===== config.mk =====
export PLATFORM = sky130hd
export DESIGN_NAME = sorted_key_set_table
export DESIGN_NICKNAME = d
export VERILOG_FILES = /design/src/rtl/sks_pkg.sv /design/src/rtl/sorted_key_set_table.sv
export SDC_FILE = /design/constraint.sdc
export NUM_CORES = 1
export LEC_CHECK = 0
export ABC_CLOCK_PERIOD_IN_PS = 6730
export BUFFER_PORTS_ARGS = -buffer_cell sky130_fd_sc_hd__buf_2
export CORE_MARGIN = 4
export CORE_UTILIZATION = 50
export CTS_CLUSTER_DIAMETER = 150
export DETAILED_ROUTE_END_ITERATION = 8
export PLACE_DENSITY = 0.66
export SLEW_MARGIN = 40
export SYNTH_ARGS = -nofsm -noshare
export SYNTH_HDL_FRONTEND = slang
export SYNTH_SLANG_ARGS = --single-unit

===== constraint.sdc =====
create_clock -name i_clk -period 6.73 [get_ports i_clk]
set_clock_uncertainty 0.15 [all_clocks]
set_input_delay 1.346 -clock i_clk [delete_from_list [all_inputs] [get_ports i_clk]]
set_output_delay 1.346 -clock i_clk [all_outputs]
set_load 0.03 [all_outputs]

===== src/rtl/sks_pkg.sv =====
`timescale 1ns / 1ps
// ----------------------------------------------------------------------------
// sks_pkg
// Shared types and codes for the sorted key set table.
// ----------------------------------------------------------------------------
package sks_pkg;

    localparam int KEY_W        = 32;
    localparam int ENTRIES_W    = 5;
    localparam int DEF_CAPACITY = 16;

    localparam logic [1:0] CMD_INSERT = 2'd0;
    localparam logic [1:0] CMD_DELETE = 2'd1;
    localparam logic [1:0] CMD_SEARCH = 2'd2;

    localparam logic [1:0] ST_DONE = 2'd0;
    localparam logic [1:0] ST_DUP  = 2'd1;
    localparam logic [1:0] ST_FULL = 2'd2;
    localparam logic [1:0] ST_MISS = 2'd3;

    typedef struct packed {
        logic [1:0]              command;
        logic signed [KEY_W-1:0] key;
    } t_cmd_word;

    typedef struct packed {
        logic [1:0]              status;
        logic signed [KEY_W-1:0] value;
        logic [ENTRIES_W-1:0]    entries;
    } t_res_word;

endpackage


===== src/rtl/sorted_key_set_table.sv =====
`timescale 1ns / 1ps
// ----------------------------------------------------------------------------
// sorted_key_set_table
// Set of distinct signed keys held in ascending order in a single-port-read
// memory; insert, delete and search run on one compare unit under a sequencer.
// ----------------------------------------------------------------------------
//  channel   | handshake            | word
//  ----------+----------------------+-------------------------------------
//  command   | start, busy          | i_cmd  : command, key
//  result    | o_strobe (1 cycle)   | o_res  : status, value, entries
//
//  A command scans the entries in ascending order up to its key, then an
//  insert or delete moves the entries behind that position one place, and
//  an insert that stores writes the key last. Both the scan and the move run
//  through the one memory read port with its registered read data.
//  Reset is synchronous and clears the count; the memory needs no clearing.
//  busy drops in the cycle the result strobe is shown; results cannot stall.
// ----------------------------------------------------------------------------
module sorted_key_set_table #(
    parameter int CAPACITY = sks_pkg::DEF_CAPACITY
) (
    input  logic              i_clk,
    input  logic              i_rst_n,
    input  logic              start,
    output logic              busy,
    input  sks_pkg::t_cmd_word i_cmd,
    output logic              o_strobe,
    output sks_pkg::t_res_word o_res
);

    localparam int CW = $clog2(CAPACITY + 1);
    localparam int AW = (CAPACITY > 1) ? $clog2(CAPACITY) : 1;

    typedef enum logic [2:0] {
        S_IDLE,
        S_RD,
        S_CMP,
        S_EXEC,
        S_SH_RD,
        S_SH_WR,
        S_PUT
    } t_state;

    t_state r_state, n_state;
    logic [CW-1:0] r_count, n_count;
    logic [CW-1:0] r_idx, n_idx;
    logic [CW-1:0] r_pos, n_pos;
    logic r_hit, n_hit;
    logic [1:0] r_op, n_op;
    logic signed [sks_pkg::KEY_W-1:0] r_key, n_key;
    logic r_strobe, n_strobe;
    sks_pkg::t_res_word r_res, n_res;

    logic signed [sks_pkg::KEY_W-1:0] mem [CAPACITY];
    logic signed [sks_pkg::KEY_W-1:0] r_rd;
    logic mem_we;
    logic [AW-1:0] mem_wa, mem_ra;
    logic signed [sks_pkg::KEY_W-1:0] mem_wd;

    always_ff @(posedge i_clk) begin
        if (mem_we) begin
            mem[mem_wa] <= mem_wd;
        end
        r_rd <= mem[mem_ra];
    end

    always_comb begin
        n_state  = r_state;
        n_count  = r_count;
        n_idx    = r_idx;
        n_pos    = r_pos;
        n_hit    = r_hit;
        n_op     = r_op;
        n_key    = r_key;
        n_strobe = 1'b0;
        n_res    = r_res;
        mem_we   = 1'b0;
        mem_wa   = r_idx[AW-1:0];
        mem_wd   = r_rd;
        mem_ra   = r_idx[AW-1:0];

        case (r_state)
            S_IDLE: begin
                if (start) begin
                    n_op  = i_cmd.command;
                    n_key = i_cmd.key;
                    n_idx = '0;
                    n_pos = '0;
                    n_hit = 1'b0;
                    n_state = (r_count == '0) ? S_EXEC : S_RD;
                end
            end
            S_RD: begin
                n_state = S_CMP;
            end
            S_CMP: begin
                // r_rd holds entry r_idx
                if (r_rd < r_key) begin
                    if (CW'(r_idx + 1'b1) == r_count) begin
                        n_pos   = r_count;
                        n_hit   = 1'b0;
                        n_state = S_EXEC;
                    end else begin
                        n_idx   = CW'(r_idx + 1'b1);
                        n_state = S_RD;
                    end
                end else begin
                    n_pos   = r_idx;
                    n_hit   = (r_rd == r_key);
                    n_state = S_EXEC;
                end
            end
            S_EXEC: begin
                n_res.value   = r_key;
                n_res.entries = sks_pkg::ENTRIES_W'(r_count);
                case (r_op)
                    sks_pkg::CMD_INSERT: begin
                        if (r_hit) begin
                            n_res.status = sks_pkg::ST_DUP;
                            n_strobe     = 1'b1;
                            n_state      = S_IDLE;
                        end else if (r_count == CW'(CAPACITY)) begin
                            n_res.status = sks_pkg::ST_FULL;
                            n_strobe     = 1'b1;
                            n_state      = S_IDLE;
                        end else begin
                            n_idx   = r_count;
                            n_state = (r_count == r_pos) ? S_PUT : S_SH_RD;
                        end
                    end
                    sks_pkg::CMD_DELETE: begin
                        if (r_hit) begin
                            if (CW'(r_pos + 1'b1) == r_count) begin
                                n_count       = CW'(r_count - 1'b1);
                                n_res.status  = sks_pkg::ST_DONE;
                                n_res.entries = sks_pkg::ENTRIES_W'(CW'(r_count - 1'b1));
                                n_strobe      = 1'b1;
                                n_state       = S_IDLE;
                            end else begin
                                n_idx   = r_pos;
                                n_state = S_SH_RD;
                            end
                        end else begin
                            n_res.status = sks_pkg::ST_MISS;
                            n_strobe     = 1'b1;
                            n_state      = S_IDLE;
                        end
                    end
                    default: begin
                        // search, and the unused code that decodes as search
                        n_res.status = r_hit ? sks_pkg::ST_DONE : sks_pkg::ST_MISS;
                        n_strobe     = 1'b1;
                        n_state      = S_IDLE;
                    end
                endcase
            end
            S_SH_RD: begin
                if (r_op == sks_pkg::CMD_INSERT) begin
                    mem_ra = AW'(CW'(r_idx - 1'b1));
                end else begin
                    mem_ra = AW'(CW'(r_idx + 1'b1));
                end
                n_state = S_SH_WR;
            end
            S_SH_WR: begin
                mem_we = 1'b1;
                if (r_op == sks_pkg::CMD_INSERT) begin
                    n_idx   = CW'(r_idx - 1'b1);
                    n_state = (CW'(r_idx - 1'b1) == r_pos) ? S_PUT : S_SH_RD;
                end else begin
                    n_idx = CW'(r_idx + 1'b1);
                    if (CW'(r_idx + 2'd2) == r_count) begin
                        n_count       = CW'(r_count - 1'b1);
                        n_res.status  = sks_pkg::ST_DONE;
                        n_res.entries = sks_pkg::ENTRIES_W'(CW'(r_count - 1'b1));
                        n_strobe      = 1'b1;
                        n_state       = S_IDLE;
                    end else begin
                        n_state = S_SH_RD;
                    end
                end
            end
            S_PUT: begin
                mem_we        = 1'b1;
                mem_wa        = r_pos[AW-1:0];
                mem_wd        = r_key;
                n_count       = CW'(r_count + 1'b1);
                n_res.status  = sks_pkg::ST_DONE;
                n_res.entries = sks_pkg::ENTRIES_W'(CW'(r_count + 1'b1));
                n_strobe      = 1'b1;
                n_state       = S_IDLE;
            end
            default: begin
                n_state = S_IDLE;
            end
        endcase
    end

    always_ff @(posedge i_clk) begin
        if (!i_rst_n) begin
            r_state  <= S_IDLE;
            r_count  <= '0;
            r_strobe <= 1'b0;
        end else begin
            r_state  <= n_state;
            r_count  <= n_count;
            r_strobe <= n_strobe;
        end
        r_idx <= n_idx;
        r_pos <= n_pos;
        r_hit <= n_hit;
        r_op  <= n_op;
        r_key <= n_key;
        r_res <= n_res;
    end

    assign busy     = (r_state != S_IDLE);
    assign o_strobe = r_strobe;
    assign o_res    = r_res;

endmodule


## After elaboration in Yosys (flattened, before gate mapping)

Memories as Yosys holds them, arrays and structs flattened. A register that Yosys moved wholly into a read port is not among the register bits.
Cells that the tools add are included.

- Bits in registers: 93
- Bits in writable memories: 512
- Input bits: 37
- Output and inout bits: 41
- Logic and storage cells: 120
- Memories kept: 1

Memory list:

| memory | words | width | rd ports | clocked after memory_dff | write ports | line | text |
|---|---|---|---|---|---|---|---|
| mem | 16 | 32 | 1 | 1 | 1 | sorted_key_set_table.sv:54 | `logic signed [sks_pkg::KEY_W-1:0] mem [CAPACITY];` |

- $add $sub $neg: 6
- $lt $le $gt $ge: 1
- Equal/unequal tests: 27
- Muxes and demuxes: 61
- Reductions and logical operators: 13

Operator list:

| operator | number |
|---|---|
| $mux 5 | 15 |
| $eq 32x32->1 | 1 |
| $lt 32x32->1 | 1 |
| $mux 32 | 1 |
| $eq 5x5->1 | 5 |
| $mux 3 | 8 |
| $mux 2 | 11 |
| $pmux 5 s2 | 2 |
| $pmux 5 s4 | 1 |
| $pmux 3 s6 | 1 |
| $add 5x1->5 const B | 3 |
| $ne 3x3->1 const B | 5 |
| $pmux 5 s3 | 1 |
| $mux 1 | 12 |
| $mux 4 | 3 |
| $ne 2x2->1 const B | 5 |
| $sub 5x1->5 const B | 2 |
| $eq 3x3->1 const B | 3 |
| $reduce_and 9->1 | 1 |
| $ne 4x4->1 const B | 2 |
| $eq 3x2->1 const B | 2 |
| $pmux 2 s3 | 1 |
| $pmux 3 s2 | 1 |
| $reduce_and 3->1 | 2 |
| other kinds (17) | 19 |

## Longest topological paths before layout

Gate-level depths: netlist of the first run.

- Depth after elaboration: 6
- Gate-level depth with buffers: 11
- Gate-level depth less buffers: 10

## Worst setup path after synthesis of the first run

OpenSTA, ideal clock, no wires.

- Kind: input port to flip-flop
- From: input port start
- To: register r_idx[0], enable pin
- Setup time: 318 ps
- Data arrival time: 3235 ps
- Data required time: 6262 ps
- Setup slack: 3027 ps
- Cell stages on the path: 3
- Buffers on the path: 0
- Cell sequence: inv_1 -> nor2_1 -> o41a_1

- Longest elaborated chain between the ends: 2

RTL lines:

| element | line | text |
|---|---|---|
| from (decl) | sorted_key_set_table.sv:24 | `input logic start,` |
| $ne 2x2->1 (no source line) | - |  |
| $reduce_and 9->1 (no source line) | - |  |
| to (signal assigned) | sorted_key_set_table.sv:209 | `r_idx <= n_idx;` |
| to (decl) | sorted_key_set_table.sv:46 | `logic [CW-1:0] r_idx, n_idx;` |

Every way passes these cells.
A chain may end at the register's enable or synchronous reset.

## Worst setup path in the final report of the first run

- From: register r_idx[0]
- To: register r_rd[12] in the netlist's numbering (read register of mem)

- Longest elaborated chain between the ends: 3
- Elaborated cells on any way between the ends: 4
- Classes of those cells: add/sub (2); mux (2)

RTL lines:

| element | line | text |
|---|---|---|
| $add 5x1->5 / $sub 5x1->5 (equally long branches) | - |  |
| $mux 4 | sorted_key_set_table.sv:158 | `if (r_op == sks_pkg::CMD_INSERT) begin` |
| $mux 4 * | sorted_key_set_table.sv:82 | `case (r_state)` |
| to (decl) | sorted_key_set_table.sv:55 | `logic signed [sks_pkg::KEY_W-1:0] r_rd;` |

Mark *: on every way between the ends. The rest lies on a longest branch, timed or not.

==> results of run 1 <==
==> per-layer routing <==
layer  wire length (um)  up-vias
met4               1155        0
li1                   -     6290
met2              28720      559
met1              25370     7216
met3               4609       89
met5                  0        -
==> cell type report <==
class                      instances  area (sq um)
sequential                       637         18720
fill                            3824         21300
tap                              672         840.8
inverter                          45         183.9
multi-input combinational        779          6601
clock buffer                      89          1790
timing repair buffer             135         867.1
clock inverter                    31         284.0
==> placed cells by master, fill, tap and decap left out, types with 42 or more instances in the layout <==
cell       instances
a32o_1            64
buf_2             78
buf_4             53
clkbuf_16         68
edfxtp_1         596
ha_1              44
inv_1             42
mux2i_1           66
mux4_2            64
nand2_1          186
==> sequential cells by signal (all words and copies together), names as in the netlist, 2 cells and up <==
name,count
r_rd,32
r_state,3
r_idx,5
mem,512
r_op,2
o_res,39
r_pos,5
r_key,32
r_count,5
==> where the power goes <==
| group | total, mW | internal [mW] | switching [mW] |
|---|---|---|---|
| sequential | 5.15 | 4.99 | 0.167 |
| combinational | 2.51 | 0.936 | 1.57 |
| clock | 3.51 | 2.03 | 1.47 |
| total | 11.2 | 7.96 | 3.21 |
==> worst paths after layout <==
check | end | slack, ns | cells past startpoint | from
max | r_rd[12] | 2.78 | 9 | r_idx[0]
max reg2reg | r_rd[12] | 2.78 | 9 | r_idx[0]
min reg2reg | o_res[33] | 0.30 | 0 | r_key[28]
min | o_res[33] | 0.30 | 0 | r_key[28]
==> cell usage after synthesis, types with 24 or more instances <==
library cell | number | area (sq um)
ha_1 | 44 | 550.5
o22ai_1 | 35 | 219.0
a32o_1 | 64 | 640.6
mux2i_1 | 66 | 660.6
a21oi_1 | 24 | 120.1
clkbuf_1 | 33 | 123.9
nand2_1 | 189 | 709.4
buf_2 | 32 | 160.2
nand3_1 | 25 | 125.1
mux4_2 | 64 | 1441
inv_1 | 43 | 161.4
o21ai_0 | 46 | 230.2
nor2_1 | 37 | 138.9
dfxtp_1 | 41 | 820.8
edfxtp_1 | 596 | 17900
nor3_2 | 36 | 360.4
==> metrics by stage <==
step | hold slack [ns] | setup slack, ns
after floorplan | 0.2764 | 3.027
after global placement | 0.2818 | 2.866
after detailed placement | 0.2846 | 2.807
after CTS | 0.2988 | 2.772
after global routing | 0.3040 | 2.631
final | 0.2974 | 2.785
==> cell families (layout without fill, tap and decap cells) <==
group / after synthesis / after routing / share of synthesized area
mux: 130 / 130 / 0.08162
xor+xnor: 38 / 38 / 0.01394
fa+ha+maj: 44 / 44 / 0.02138
flops: 637 / 637 / 0.7268
buf+inv: 132 / 300 / 0.02658
simple gates: 346 / 346 / 0.06637
compound gates: 221 / 221 / 0.06326
==> flow_summary.yaml, run 1 <==
synth:
  postSynthNetCount: 1629
  yosysUniqueCellTypes: 71
  ys_warn_count: 0
  synthCells: 1548
  synthesis.area_sq_mm: 0.02575
  async_flop_share: 0
  syn_avg_cell_area_sq_um: 16.64
  ys_ff_latch: 637
  synth_ff_type: "edfxtp_1"
  synth_edf_count: 596
  seq_area_frac_synth: 0.7268
global_routing:
  met1_usage: 0.3041
  grt_pass1_wl_mm: 89.64
  grt_max_degree: 72
  grtUsageTotal: 0.2136
  grt_pass1_vias: 14240
  overflow: 0
  gr-usage-met3: 0.03834
  use_met2: 0.3425
  grt_antenna_before_repair: 0
  busiest_layer: "met2"
timing:
  setup_viol: 0
  hold_viol: 0
  fmaxAchievable_mhz: 253.5
  fin_crit_sh: 0.5862
  rsz0062_at_grt: "false"
  slew-limit-headroom: 0.4376
  finalSetupTns_ns: 0
  slew_violations: 0
  min_period_ns: 3.945
  worst_pin_slew_ns: 0.8409
placement:
  gp_congestion: 0.8577
  dp_hpwl_mm: 31.92
  place.port_buffers: 77
  dpl-instance-area_sq_mm: 0.02717
  dpl.cell_count: 2267
setup_path:
  arrival_ns: 4.27
  cpMaxStageDelayCell: "nor3_4"
  startpoint_type: "register"
  cp_max_fo: 22
  cp-end-kind: "register"
  path_delay_family: "buffers and inverters"
  cp_cell_sequence: "clkinv_1, ha_1, nand2_1, a21oi_2, xnor2_2, nor3_4, buf_4, a32o_1, nor3_2"
  required_ns: 7.06
  crit_buf_inv: 2
  crit_type: "reg -> reg"
  max_stage_delay_ns: 0.76
finish:
  fin_nets: 1745
  layoutNonFillerInstCount: 2388
  fin_area_sq_mm: 0.02929
  synthToLayoutAreaGrowth_pct: 13.72
  layout-drive-gt1-share: 0.2150
  final_core_utilization: 0.5790
  n_antenna_cell: 0
routing:
  drcViolationCount: 0
  vias_per_cell: 5.927
  ant_nets: 0
  dr_total_vias: 14150
  dr.pass1.iters: 5
  drt_iter0_drc: 1309
  avgRoutedWirePerCell_um: 25.06
  finalWirelength_mm: 59.85
floorplanning:
  core_area_sq_mm: 0.05058
  die-width_um: 234.9
  dieArea_sq_mm: 0.05520
  rows: 82
  ioPinCount: 78
  die_y_um: 234.9
  initial_core_util: 0.5091
clock_tree:
  clk_path_buf_depth: 3
  cts_buffers: 66
  cts_max_level: 3
  clock-sinks: 637
  postCtsHoldBufs: 0
  clk_latency_ns: 0.59
  cts_tree: "yes"
  cts.repair.resized: 0
  cts.clk_slew.worst_paths_ns: 0.06
  cts.repair_timing.setup_buffer_count: 0
  cts-root-buf: "clkbuf_16"
pwr:
  power_mw: 11.17
  ir_drop_v: 0.0001961
  p_leak_nw: 9.930
  cellPowerDensity_mw_per_mm2: 381.3
min_path:
  hp-class: "reg -> reg"
outcome:
  outcome: "finished, final reports clean"
job:
  maxCapViolations: 0
Note: power is estimated with default switching activity, not from simulation.
==> run 2: changes to the inputs <==
- ABC_CLOCK_PERIOD_IN_PS: 6730 -> 3600
- PLACE_DENSITY: 0.66 -> 0.69
- clock period: 6.73 -> 3.6 ns (I/O delays scaled with it)
==> run 2 against run 1 <==
  * Hold slack lost 0.19 ns
  * Worst setup slack lost 2.5 ns
  * Total power grew 90%
  * Sequential share of layout area shrank 1.0 points
  * Fmax grew 18%
  * Wire length grew 2.8%
  * Largest cell class unchanged
  * Highest routed layer unchanged
==> flow_summary.yaml, run 2 (synthesis gave the netlist of run 1 again) <==
routing:
  avgRoutedWirePerCell_um: 25.48
  vias_per_cell: 6.008
  ant_nets: 0
  finalWirelength_mm: 61.56
  drt_iter0_drc: 1598
  dr.pass1.iters: 5
  dr_total_vias: 14520
  drcViolationCount: 0
setup_path:
  cp_max_fo: 11
  r2r-start: "r_key[15]"
  path_delay_family: "compound AO/OA/AOI/OAI gates"
  reg2reg_depth: 9
  arrival_ns: 3.57
  cp_common_cell: "o31ai_1"
  worstReg2RegEnd: "r_pos[1]"
  crit_buf_inv: 2
  startpoint_type: "register"
  cpMaxStageDelayCell: "nor3_1"
  cp-end-kind: "register"
  max_stage_delay_ns: 0.53
  crit_type: "reg -> reg"
  rrSetupSlack_ns: 0.25
  cp_cell_sequence: "inv_1, ha_1, nand4_1, nor3_1, a21boi_0, o31ai_1, a41o_1, buf_4, o31ai_1"
  required_ns: 3.82
floorplanning:
  ioPinCount: 78
  rows: 82
  die_y_um: 234.9
  initial_core_util: 0.5091
  die-width_um: 234.9
  dieArea_sq_mm: 0.05520
  core_area_sq_mm: 0.05058
timing:
  min_period_ns: 3.348
  setup_viol: 0
  slew_violations: 0
  hold_viol: 0
  rsz0062_at_grt: "false"
  fmaxAchievable_mhz: 298.7
  slew-limit-headroom: 0.4951
  finalSetupTns_ns: 0
  fin_crit_sh: 0.9299
  worst_pin_slew_ns: 0.7574
global_routing:
  grt_pass1_wl_mm: 91.54
  grt_pass1_vias: 14420
  grtUsageTotal: 0.2187
  grt_antenna_before_repair: 0
  overflow: 0
  grt_max_degree: 56
clock_tree:
  cts_max_level: 2
  cts_buffers: 61
  cts.repair_timing.setup_buffer_count: 0
  clock-sinks: 637
  cts-root-buf: "clkbuf_16"
  clk_path_buf_depth: 3
  cts_tree: "yes"
  cts.repair.resized: 0
  postCtsHoldBufs: 0
  cts.clk_slew.worst_paths_ns: 0.06
  clk_latency_ns: 0.64
outcome:
  outcome: "finished, final reports clean"
finish:
  fin_nets: 1772
  largest_register_ffs: 512
  layout-drive-gt1-share: 0.2362
  n_antenna_cell: 0
  largest_register: "mem"
  fill_cells: 3703
  synthToLayoutAreaGrowth_pct: 15.58
  final_common_cell: "edfxtp_1"
  layout_common_cells: "596 x edfxtp_1, 188 x nand2_1, 78 x buf_2, 68 x buf_4, 66 x mux2i_1"
placement:
  dp_hpwl_mm: 33.85
  gp_congestion: 0.9334
  place.port_buffers: 77
min_path:
  min_to: "r_key[15]"
  min_from: "i_cmd[15]"
  hp-class: "in -> reg"
  hold_depth: 1
pwr:
  p_leak_nw: 10.18
  cellPowerDensity_mw_per_mm2: 714.0
  power_mw: 21.25
  ir_drop_v: 0.0004257
job:
  maxCapViolations: 0
## run 2: cell types whose count changed in the layout (fill, tap and decap cells not counted), sizes merged
cell and change:
buf +32, clkbuf -9, bufinv +4, inv -3, clkinv +2, clkinvlp +2
## run 2: worst max path at each step
stage                to        from  cells past startpoint  slack (ns)
2_1_floorplan  r_idx[0]  r_state[0]                      4        0.24
3_3_place_gp   r_idx[4]   r_key[15]                      9        0.44
3_5_place_dp   r_idx[4]   r_key[15]                      9        0.41
4_1_cts        r_idx[1]   r_key[15]                      9        0.36
5_1_grt           r_hit   r_key[15]                     10        0.14
6_report       r_pos[1]   r_key[15]                      9        0.25
## run 2: power breakdown
| group | switching (mW) | internal, mW | leakage [nW] |
|---|---|---|---|
| Sequential | 0.268 | 9.31 | 5.70 |
| Combinational | 3.07 | 1.92 | 3.43 |
| Clock | 2.75 | 3.93 | 1.05 |
| Total | 6.09 | 15.2 | 10.2 |
## run 2: stage by stage
step / hold WS (ns) / util / std cells / worst slack [ns] / cell area (sq um)
global route: 0.08142 / 0.5885 / 2416 / 0.1382 / 29760
floorplan: 0.2764 / - / 1548 / 0.2379 / 25750
global placement: 0.2825 / 0.5451 / 2299 / 0.4444 / 27570
detailed placement: 0.2865 / 0.5457 / 2300 / 0.4115 / 27600
CTS: 0.07590 / 0.5881 / 2416 / 0.3621 / 29750
finish: 0.1056 / 0.5885 / 2416 / 0.2524 / 29760
## run 2: final cells by class
cell class | instances | area [sq um] | area share
Sequential cell | 637 | 18720 | 0.6289
Multi-Input combinational cell | 779 | 6560 | 0.2204
Clock buffer | 80 | 1709 | 0.05742
Timing Repair Buffer | 167 | 1321 | 0.04439
Tap cell | 672 | 840.8 | 0.02825
Clock inverter | 36 | 434.2 | 0.01459
Inverter | 45 | 181.4 | 0.006095
## run 2: worst reg2reg max path: cells and delay by family (launching register included)
family | cells | cell delay, ns
fa+ha+maj | 1 | 0.38
buf+inv | 2 | 0.30
flops | 1 | 0.40
compound gates | 4 | 1.07
simple gates | 2 | 0.78
## run 2: per-layer routing
metal / share of wire / GRT usage
met5: 0 / 0
met4: 0.030 / 0.07197
met3: 0.080 / 0.03565
met2: 0.48 / 0.3571
met1: 0.40 / 0.3043
==> run 3: changes to the inputs <==
- CORE_ASPECT_RATIO: unset -> 1.5
- PLACE_DENSITY: 0.69 -> 0.66
==> run 3 against run 2 <==
  * Register-to-register slack better by 0.03 ns
  * Clock power is 4.6% lower
  * Final cell count down 0.37%
  * Core utilization down 0.62 points
  * Critical endpoint unchanged
  * Sequential cell count stayed put
  * Largest cell class unchanged
  * Design area down 0.63%
  * Worst setup slack improved by 0.029 ns
  * Non-clock buffer count is 3 higher
  * Via count down 1.0%
  * Highest routed layer unchanged
==> flow_summary.yaml, run 3 (synthesis gave the netlist of run 1 again) <==
setup_path:
  startpoint_type: "register"
  required_ns: 3.66
  cp_cell_sequence: "inv_1, ha_1, nand4_1, nor3_2, a21boi_0, o31ai_1, buf_4, a41o_1, a21o_1, o21ai_0"
  reg2reg_depth: 10
  max_stage_delay_ns: 0.44
  cp_max_fo: 6
  arrival_ns: 3.38
  cpMaxStageDelayCell: "nor3_2"
  crit_type: "reg -> reg"
  path_delay_family: "compound AO/OA/AOI/OAI gates"
  cp_num_cells: 10
  crit_buf_inv: 2
  cp-end-kind: "register"
global_routing:
  grt_pass1_vias: 14520
  grt_antenna_before_repair: 0
  grt_pass1_wl_mm: 92.34
  overflow: 0
  grtUsageTotal: 0.2207
  grt_max_degree: 65
clock_tree:
  clk_latency_ns: 0.59
  cts_buffers: 57
  clock-sinks: 637
  cts-root-buf: "clkbuf_16"
  cts_tree: "yes"
  cts_max_level: 2
  postCtsHoldBufs: 0
  clk_path_buf_depth: 3
  cts.clk_slew.worst_paths_ns: 0.07
floorplanning:
  dieArea_sq_mm: 0.05527
  ioPinCount: 78
  core_area_sq_mm: 0.05080
  initial_core_util: 0.5069
  die_y_um: 286.0
  die-width_um: 193.3
  rows: 101
min_path:
  hp-class: "in -> reg"
  hold_depth: 1
pwr:
  cellPowerDensity_mw_per_mm2: 706.2
  pwr-share-clk: 0.305
  ir_drop_v: 0.0003762
  seq_power_share: 0.460
  power.switching_mw: 6.007
  p_sw_frac: 0.2876
  p_comb_frac: 0.235
  internal-power_mw: 14.88
  p_leak_nw: 10.09
timing:
  rsz0062_at_grt: "false"
  min_period_ns: 3.319
  slew_violations: 0
  hold_viol: 0
  slew-limit-headroom: 0.4768
  worst_pin_slew_ns: 0.7767
  setup_ws_ns: 0.2811
  fin_hold_ws_ns: 0.1483
  fmaxAchievable_mhz: 301.3
  finalSetupTns_ns: 0
  fin_crit_sh: 0.9219
  setup_viol: 0
finish:
  largest_register_ffs: 512
  n_antenna_cell: 0
  synthToLayoutAreaGrowth_pct: 14.86
  fin_nets: 1771
  layout-drive-gt1-share: 0.2353
  layout_common_cells: "596 x edfxtp_1, 188 x nand2_1, 79 x buf_2, 76 x buf_4, 66 x mux2i_1"
  largest_register: "mem"
  final_common_cell: "edfxtp_1"
placement:
  gp_congestion: 0.8908
  pre_cts_slack_ns: 0.1228
  place.port_buffers: 77
  dp_hpwl_mm: 35.66
routing:
  dr_total_vias: 14370
  ant_nets: 0
  drt_iter0_drc: 1253
  dr.pass1.iters: 5
  vias_per_cell: 5.970
  drcViolationCount: 0
  avgRoutedWirePerCell_um: 25.75
  finalWirelength_mm: 61.99
job:
  maxCapViolations: 0
outcome:
  outcome: "finished, final reports clean"
-- run 3: final timing paths --
kind | startpoint | to | slack (ns)
max | r_key[13] | r_pos[1] | 0.28
min reg2reg | r_key[23] | o_res[28] | 0.30
max reg2reg | r_key[13] | r_pos[1] | 0.28
min | i_cmd[14] | r_key[14] | 0.15
-- run 3: area by class of cell --
class | instances | area (sq um)
clock inverter | 37 | 465.4
tap | 669 | 837.1
fill | 3868 | 21220
sequential | 637 | 18720
clock buffer | 70 | 1526
timing repair buffer | 170 | 1266
inverter | 45 | 181.4
multi-input combinational | 779 | 6584
-- run 3: per-layer routing --
metal,vias up,GRT usage,wire length (um)
met2,536,0.4097,33240
li1,6316,-,-
met3,115,0.02486,3570
met4,0,0.06252,1821
met1,7402,0.2740,23350
met5,-,0,0
-- run 3: repair_timing --
item	4_1_cts	5_1_grt
setup buffers	0	0
resized for setup	0	1
endpoints found under the setup margin	0	6
-- run 3: stage by stage --
step / instances / util / total power, mW / area (sq um)
final: 2407 / 0.5822 / 20.89 / 29580
after global routing: 2407 / 0.5822 / 21.78 / 29580
after CTS: 2407 / 0.5817 / 21.01 / 29550
after detailed placement: 2300 / 0.5425 / 14.65 / 27560
after global placement: 2298 / 0.5416 / 14.49 / 27520
after floorplan: 1548 / - / 12.98 / 25750
-- run 3: power by group through the flow --
| stage | clock network, mW | registers, mW | logic [mW] |
|---|---|---|---|
| floorplan | 0 | 9.68 | 3.30 |
| global placement | 0 | 9.76 | 4.73 |
| detailed placement | 0 | 9.76 | 4.90 |
| CTS | 6.48 | 9.60 | 4.92 |
| global route | 6.81 | 9.63 | 5.34 |
| finish | 6.38 | 9.61 | 4.90 |
